`config.mk`:
```
export PLATFORM = sky130hd
export DESIGN_NAME = brars_ctrl
export DESIGN_NICKNAME = d
export VERILOG_FILES = /design/src/design/block_range_add_range_sum_assert.svh /design/src/design/brars_pkg.sv /design/src/design/brars_ctrl.sv
export SDC_FILE = /design/constraint.sdc
export NUM_CORES = 1
export LEC_CHECK = 0
export ABC_CLOCK_PERIOD_IN_PS = 2400
export BUFFER_PORTS_ARGS = -buffer_cell sky130_fd_sc_hd__buf_2
export CAP_MARGIN = 0
export CORE_AREA = 5 5 42 44
export CTS_CLUSTER_DIAMETER = 50
export DETAILED_ROUTE_END_ITERATION = 8
export DIE_AREA = 0 0 47 49
export PLACE_DENSITY = 0.65
export RECOVER_POWER = 50
export SLEW_MARGIN = 0
export SYNTH_ARGS = -nofsm -noshare
export SYNTH_HDL_FRONTEND = slang
export SYNTH_SLANG_ARGS = --single-unit
export TNS_END_PERCENT = 1
```
`constraint.sdc`:
```
create_clock -name clock -period 2.4 [get_ports clock]
set_input_delay 0.36 -clock clock [delete_from_list [all_inputs] [get_ports clock]]
set_output_delay 0.36 -clock clock [all_outputs]
set_load 0.005 [all_outputs]
```
`src/design/block_range_add_range_sum_assert.svh`:
```
// Assertion macros shared by the range add / range sum block.
`ifndef BLOCK_RANGE_ADD_RANGE_SUM_ASSERT_SVH
`define BLOCK_RANGE_ADD_RANGE_SUM_ASSERT_SVH

`ifndef SYNTHESIS
`define BRARS_ASSERT(name, clk, rst, prop) \
   name: assert property (@(posedge clk) disable iff (rst) prop) \
      else $error("assertion failed");
`define BRARS_ASSERT_ALWAYS(name, clk, prop) \
   name: assert property (@(posedge clk) prop) \
      else $error("assertion failed");
`else
`define BRARS_ASSERT(name, clk, rst, prop)
`define BRARS_ASSERT_ALWAYS(name, clk, prop)
`endif

`endif

```
`src/design/brars_pkg.sv`:
```
// Constants, codes and control types of the range add / range sum block.
package brars_pkg;

   localparam int MAX_ELEMENTS = 65536;
   localparam int BLOCK_SIZE   = 256;
   localparam int NUM_BLOCKS   = (MAX_ELEMENTS + BLOCK_SIZE - 1) / BLOCK_SIZE;

   localparam int FUNC_W = 2;
   localparam int IDX_W  = 16;
   localparam int AMT_W  = 32;
   localparam int SUM_W  = 64;
   localparam int CFG_W  = 17;

   localparam int OFF_W     = $clog2(BLOCK_SIZE);
   localparam int ELEM_AW   = $clog2(MAX_ELEMENTS);
   localparam int BLK_AW    = (NUM_BLOCKS > 1) ? $clog2(NUM_BLOCKS) : 1;
   localparam int BLK_DEPTH = 2 ** BLK_AW;
   localparam int CNT_W     = $clog2(MAX_ELEMENTS + 1);
   localparam int CMP_W     = (CNT_W > CFG_W) ? CNT_W : CFG_W;

   localparam logic [CFG_W-1:0] CFG_COUNT_RESET = CFG_W'(65536);

   localparam logic [FUNC_W-1:0] FUNC_LOAD = 2'd0;
   localparam logic [FUNC_W-1:0] FUNC_ADD  = 2'd1;
   localparam logic [FUNC_W-1:0] FUNC_SUM  = 2'd2;

   typedef struct packed {
      logic capture;
      logic walk_lo;
      logic walk_hi;
      logic elem_step;
      logic blk_step;
      logic pend_read;
      logic load_write;
      logic bsum_rmw;
      logic finish;
   } cmd_type;

   typedef struct packed {
      logic [FUNC_W-1:0] func;
      logic              err;
      logic              single;
      logic              has_middle;
      logic              walk_last;
      logic              blk_last;
   } sts_type;

endpackage

```
`src/design/brars_ctrl.sv`:
```
// Sequencer: walks load, range add and range query through the datapath.
module brars_ctrl (
   input  logic               clock,
   input  logic               reset,
   input  logic               req_valid,
   output logic               req_ready,
   output logic               rsp_valid,
   input  logic               rsp_ready,
   input  brars_pkg::sts_type sts,
   output brars_pkg::cmd_type cmd
);
   import brars_pkg::*;

   localparam logic [2:0] ST_IDLE   = 3'd0;
   localparam logic [2:0] ST_DECODE = 3'd1;
   localparam logic [2:0] ST_WALK   = 3'd2;
   localparam logic [2:0] ST_DRAIN  = 3'd3;
   localparam logic [2:0] ST_BSUM   = 3'd4;
   localparam logic [2:0] ST_BLK    = 3'd5;
   localparam logic [2:0] ST_INIT_C = 3'd6;
   localparam logic [2:0] ST_FIN    = 3'd7;

   logic [2:0] state_ff, state_in;
   logic       phase_ff, phase_in;
   logic       rsp_valid_ff, rsp_valid_in;
   logic [2:0] after_walk;

   always_comb begin
      if (phase_ff || sts.single) begin
         after_walk = ST_FIN;
      end else if (sts.has_middle) begin
         after_walk = ST_BLK;
      end else begin
         after_walk = ST_INIT_C;
      end
   end

   always_comb begin
      cmd       = '0;
      state_in  = state_ff;
      phase_in  = phase_ff;
      req_ready = (state_ff == ST_IDLE);
      case (state_ff)
         ST_IDLE: begin
            if (req_valid) begin
               cmd.capture = 1'b1;
               state_in    = ST_DECODE;
            end
         end
         ST_DECODE: begin
            phase_in = 1'b0;
            if (sts.err) begin
               state_in = ST_FIN;
            end else begin
               case (sts.func)
                  FUNC_LOAD: begin
                     cmd.load_write = 1'b1;
                     cmd.bsum_rmw   = 1'b1;
                     state_in       = ST_FIN;
                  end
                  FUNC_ADD: begin
                     cmd.walk_lo = 1'b1;
                     state_in    = ST_WALK;
                  end
                  FUNC_SUM: begin
                     cmd.walk_lo   = 1'b1;
                     cmd.pend_read = 1'b1;
                     state_in      = ST_WALK;
                  end
                  default: state_in = ST_FIN;
               endcase
            end
         end
         ST_WALK: begin
            cmd.elem_step = 1'b1;
            if (sts.walk_last) begin
               state_in = ST_DRAIN;
            end
         end
         ST_DRAIN: begin
            if (sts.func == FUNC_ADD) begin
               state_in = ST_BSUM;
            end else begin
               state_in = after_walk;
            end
         end
         ST_BSUM: begin
            cmd.bsum_rmw = 1'b1;
            state_in     = after_walk;
         end
         ST_BLK: begin
            cmd.blk_step = 1'b1;
            if (sts.blk_last) begin
               state_in = ST_INIT_C;
            end
         end
         ST_INIT_C: begin
            cmd.walk_hi   = 1'b1;
            cmd.pend_read = (sts.func == FUNC_SUM);
            phase_in      = 1'b1;
            state_in      = ST_WALK;
         end
         ST_FIN: begin
            if (!rsp_valid_ff || rsp_ready) begin
               cmd.finish = 1'b1;
               state_in   = ST_IDLE;
            end
         end
         default: state_in = ST_IDLE;
      endcase
      rsp_valid_in = cmd.finish | (rsp_valid_ff & ~rsp_ready);
   end

   always_ff @(posedge clock) begin
      if (reset) begin
         state_ff     <= ST_IDLE;
         phase_ff     <= 1'b0;
         rsp_valid_ff <= 1'b0;
      end else begin
         state_ff     <= state_in;
         phase_ff     <= phase_in;
         rsp_valid_ff <= rsp_valid_in;
      end
   end

   assign rsp_valid = rsp_valid_ff;

endmodule

```
==> results of run 1 <==
[power breakdown]
part,total [W],internal (W),switching [W]
Combinational,0.000358,0.000167,0.000190
Sequential,0.000185,0.000112,0.0000737
Clock,0.0000981,0.0000629,0.0000352
[through the flow]
step | setup slack, ns | cell area, um2 | cells
2_1_floorplan | 1.02 | 507 | 65
3_3_place_gp | 0.757 | 591 | 97
3_5_place_dp | 0.780 | 591 | 97
4_1_cts | 0.505 | 617 | 101
5_1_grt | 0.229 | 616 | 101
6_report | 0.431 | 616 | 101
[cell type report]
type | count | share of cell area (%)
inverter | 5 | 3.05
tap | 16 | 3.25
sequential | 5 | 16.3
clock buffer | 4 | 4.27
timing repair buffer | 21 | 16.9
multi-input combinational | 50 | 56.3
[worst register-to-register path: stages, from the launching register on]
cell	delay, ns
dfxtp_1	0.59
or2_0	0.41
o21ai_0	0.16
mux2i_2	0.22
a211oi_2	0.10
[flip-flops by register name (all words and copies together) (netlist names)]
register / count
phase_ff: 1
rsp_valid: 1
state_ff: 3
[kinds of logic after synthesis]
logic type | count (synthesis) | synth area share, %
compound gates | 20 | 31.1
fa+ha+maj | 3 | 7.41
buf+inv | 10 | 11.9
flops | 5 | 19.8
mux | 1 | 2.72
simple gates | 26 | 27.2
[cells in the mapped netlist (2+ instances only)]
cell type / instances
nand2_1: 4
nor3_1: 2
a211oi_1: 2
nor2b_1: 2
ha_1: 3
buf_6: 2
and2_1: 3
o21ai_0: 2
nor2_1: 6
buf_4: 2
inv_1: 5
a21oi_1: 5
dfxtp_1: 5
o21ai_1: 2
nand2b_1: 3
[layer usage]
metal  share of wire, %  wire length, um  global-route usage (%)  vias up
met5                  0                0                       0        -
met4                1.3               15                    6.91        0
met3                7.6               86                   0.369        2
met2                 46              525                    14.7       17
met1                 45              504                    15.8      229
li1                   -                -                       -      272
[how the worst min path moves through the flow]
stage	from	end	slack [ns]	cells past startpoint
6_report	reset	phase_ff	0.37	2
5_1_grt	reset	state_ff[2]	0.37	2
4_1_cts	reset	phase_ff	0.36	2
3_5_place_dp	phase_ff	phase_ff	0.49	2
3_3_place_gp	phase_ff	phase_ff	0.49	2
2_1_floorplan	reset	state_ff[2]	0.43	1
==> flow_summary.toml, run 1 <==
[drt]
dr.pass1.iters = 4
routed_wl_um = 1130
dr.first_iter.drc_count = 11
final_antenna_net_count = 0
avgViaCountPerCell = 5.15
wire_per_inst_um = 11.2
route.detailed.drc = 0
num_vias = 520

[cts]
post_cts_buffers = 0
clock_latency_on_the_worst_skew_pair_ns = 0.24
clk_root_buffer_cell = "clkbuf_4"
htree_levels = 1
cts_buffers = 3
cts-resized-gates = 0
cts_tree = "yes"
cts_hold_buffers = 0
clock-sinks = 5
path_clk_slew_ns = 0.05
cts-root-to-sink-buffers = 2

[final_layout]
num-fill-cells = 150
num-nets-final = 100
register_area_um2 = 100
antenna_cells_inserted = 0
post-route-util_pct = 43.9
layout.cells.most_common_list = "buf_2 (20), nor2_1 (6), inv_1 (5), a21oi_1 (5), dfxtp_1 (5)"
final_common_cell = "buf_2"
drive_above_1_share_pct = 31.8
area_delta_synth_final_pct = 21.5
multi_input_area_um2 = 347

[yosys]
post_synth_main_area_contributors = "dfxtp_1 (20%), ha_1 (7.4%), a21oi_1 (4.9%)"
syn_avg_cell_area_um2 = 7.80
number_of_flops_mapped_to_enable_cells_by_yosys = 0
synthArstFlopShare_pct = 0
syn-instance-count = 65
netlist.area_leader.share_pct = 19.8
yosys_warnings = 0
synth_sequential_area_ratio_pct = 19.8
synthDominantAreaCellType = "dfxtp_1"
netlist_area_um2 = 507
synthesis.nets = 79
number_of_storage_elements_in_the_synthesis_netlist = 5
most_used_flip_flop_cell_after_synthesis = "dfxtp_1"
yosys.cell_types.count = 32

[run_status]
run_status = "finished clean"

[worst_setup_path]
r2r-end = "state_ff[0]"
setup.worst_path.end = "cmd[8]"
required_ns = 2.04
setup_crit_path_kind = "reg -> out"
path_depth = 4
worst_path_arrival_time_ns = 1.61
cp_max_fo = 16
worst_setup_path_end_kind = "output port"
rr_worst_depth = 4
timing.critical_path.slowest_cell_delay_ns = 0.59
startpoint_type = "flip-flop"
reg2reg_setup_slack_ns = 0.79
regToRegStartpoint = "state_ff[2]"
worst_path_dominant_cell_family = "simple AND/OR/NAND/NOR gates"
cp_slowest_cell = "dfxtp_1"
path_cells = "or2_0, nor2_1, and2_1, buf_2"
worst_setup_path_startpoint = "state_ff[2]"
cp_num_buf_inv = 1

[sta]
final.period_utilization_pct = 82.0
final-hold-violation-count = 0
final-setup-viol-count = 0
tns_ns = 0
drv_slew = 0
relative_max_transition_margin_pct = 70.7
final.min_clock_period_ns = 1.97
max_clock_freq_mhz = 508
worst_slew_pin_slew_ns = 0.433
finalHoldWorstSlack_ns = 0.368
layout_skew_ns = 0.00564
rsz0062_at_grt = "no"

[floorplan]
design.die.area_um2 = 2300
width_of_the_chip_um = 47
core.rowCount = 14
floorplan.io_pins = 22
start_util_pct = 36.2
die_y_um = 49
placeableCoreArea_um2 = 1400

[placed_design]
dp.final_hpwl_um = 898
place.port_buffers = 21
place.gp.congestion = 0.804

[grt]
grt_max_degree = 17
grt_first_pass_wirelength_um = 1900
grt_remaining_overflow = 0
grt_util_all_layers_pct = 10.8
grt_pass1_vias = 453
antenna_violations_before_repair = 0

[pwr]
peakVddDrop_uv = 602
cellLeakagePower_nw = 0.280
p_total_w = 0.000641
total_power_per_unit_cell_area_nw_per_um2 = 1040

[job]
timing.max_cap.violations = 0

[min_path]
hp-class = "in -> reg"
Power figures use the tool's default switching activity.
==> inputs of run 2 (changes only) <==
--- a/config.mk
+++ b/config.mk
@@ -5,14 +5,14 @@
 export SDC_FILE = /design/constraint.sdc
 export NUM_CORES = 1
 export LEC_CHECK = 0
-export ABC_CLOCK_PERIOD_IN_PS = 2400
+export ABC_CLOCK_PERIOD_IN_PS = 1700
 export BUFFER_PORTS_ARGS = -buffer_cell sky130_fd_sc_hd__buf_2
 export CAP_MARGIN = 0
 export CORE_AREA = 5 5 42 44
 export CTS_CLUSTER_DIAMETER = 50
 export DETAILED_ROUTE_END_ITERATION = 8
 export DIE_AREA = 0 0 47 49
-export PLACE_DENSITY = 0.65
+export PLACE_DENSITY = 0.68
 export RECOVER_POWER = 50
 export SLEW_MARGIN = 0
 export SYNTH_ARGS = -nofsm -noshare
==> constraint.sdc (replaced) <==
create_clock -name clock -period 1.7 [get_ports clock]
set_input_delay 0.255 -clock clock [delete_from_list [all_inputs] [get_ports clock]]
set_output_delay 0.255 -clock clock [all_outputs]
set_load 0.005 [all_outputs]
==> run 2 against run 1 <==
Against the previous run:
- sequential power is 44% higher
- cell area is 3.5% higher
- hold slack worse by 0.14 ns
- count of clock-buffer cells in the layout stayed put
- clock skew is 0.0024 ns higher
- register-to-register slack worse by 0.47 ns
- core utilization is 1.5 points higher
- final cell count is 2.0% higher
- routed wire length is 20% higher
- critical endpoint is now cmd[1]
- largest power group unchanged
==> flow_summary.toml, run 2 (synthesized netlist as in run 1, its figures left out) <==
[cts]
htree_levels = 1
clock_latency_on_the_worst_skew_pair_ns = 0.26
clk_root_buffer_cell = "clkbuf_4"
cts-root-to-sink-buffers = 2
post_cts_buffers = 0
cts_tree = "yes"
clock-sinks = 5
path_clk_slew_ns = 0.05
cts_buffers = 3

[placed_design]
place.port_buffers = 21
place.gp.congestion = 0.883
postPlaceCellArea_um2 = 606
dp.final_hpwl_um = 1050

[worst_setup_path]
cp_max_fo = 10
cp_slowest_cell = "dfxtp_2"
worst_setup_path_end_kind = "output port"
worst_path_arrival_time_ns = 1.35
path_cells = "buf_4, nor4b_2, a21oi_1, nor2_1, buf_2"
worst_path_dominant_cell_family = "flip-flops"
cp_num_buf_inv = 2
setup_crit_path_kind = "reg -> out"
required_ns = 1.44
timing.critical_path.slowest_cell_delay_ns = 0.37
startpoint_type = "flip-flop"

[sta]
final-setup-viol-count = 0
final.min_clock_period_ns = 1.60
layout_skew_ns = 0.00807
rsz0062_at_grt = "no"
final-hold-violation-count = 0
max_clock_freq_mhz = 624
finalHoldWorstSlack_ns = 0.230
drv_slew = 0
final.period_utilization_pct = 94.2
relative_max_transition_margin_pct = 74.0
worst_slew_pin_slew_ns = 0.385

[final_layout]
antenna_cells_inserted = 0
final_area_um2 = 637
top_register = "state_ff"
register_area_um2 = 104
num-nets-final = 102
largest_register_ffs = 3
final_common_cell = "buf_2"
drive_above_1_share_pct = 37.9
area_delta_synth_final_pct = 25.7
layout.cells.most_common_list = "buf_2 (19), nor2_1 (6), a21oi_1 (5)"
multi_input_area_um2 = 350
num-fill-cells = 157

[pwr]
cellLeakagePower_nw = 0.288
p_total_w = 0.000996
peakVddDrop_uv = 775
total_power_per_unit_cell_area_nw_per_um2 = 1560

[drt]
dr.first_iter.drc_count = 16
final_antenna_net_count = 0
route.detailed.drc = 0
dr.pass1.iters = 4
routed_wl_um = 1350
avgViaCountPerCell = 5.39
num_vias = 555
wire_per_inst_um = 13.1

[grt]
antenna_violations_before_repair = 0
grt_max_degree = 12
grt_remaining_overflow = 0
grt_util_all_layers_pct = 13.3
grt_first_pass_wirelength_um = 2280
grt_pass1_vias = 518

[floorplan]
placeableCoreArea_um2 = 1400
width_of_the_chip_um = 47
core.rowCount = 14
die_y_um = 49
start_util_pct = 36.2
design.die.area_um2 = 2300
floorplan.io_pins = 22

[run_status]
run_status = "finished clean"

[job]
timing.max_cap.violations = 0

[min_path]
hp-class = "in -> reg"
run 2: per-stage QoR:
step,utilization [%],TNS [ns],std cells,setup WS (ns)
2_1_floorplan,-,0,65,0.421
3_3_place_gp,43.2,0,99,0.267
3_5_place_dp,43.2,0,99,0.186
4_1_cts,45.4,-0.00301,103,-0.00301
5_1_grt,45.4,0,103,0.0236
6_report,45.4,0,103,0.0978
run 2: layer usage:
| metal | up-vias | track usage [%] | routed length, um |
|---|---|---|---|
| li1 | 274 | - | - |
| met1 | 262 | 18.1 | 615 |
| met2 | 17 | 18.6 | 623 |
| met3 | 2 | 2.58 | 92 |
| met4 | 0 | 8.29 | 21 |
| met5 | - | 0 | 0 |
run 2: path summary, 6_finish.rpt:
kind                from          end  slack, ns  cells after the start
max          state_ff[2]       cmd[1]        0.1                      5
min                reset  state_ff[2]       0.23                      2
max reg2reg  state_ff[0]  state_ff[0]       0.32                      4
min reg2reg     phase_ff     phase_ff       0.50                      2
run 2: what timing repair did:
action                                  in CTS  in global routing
hold buffers                                 0                  0
pin swaps                                    0                  0
endpoints found under the setup margin       3                  4
resized for setup                            2                  4
run 2: report_power, final:
group | switching [W] | leakage [nW] | internal, W | total (W)
logic | 0.000301 | 0.231 | 0.000279 | 0.000580
registers | 0.000100 | 0.0419 | 0.000166 | 0.000266
clock network | 0.0000606 | 0.0150 | 0.0000895 | 0.000150
run 2: area by class of cell:
cell class              count  area share [%]
well taps                  16            3.14
repair buffers             23            18.5
clock buffers               4            4.13
multi-input cells          50            55.0
flip-flops and latches      5            16.3
inverters                   5            2.95
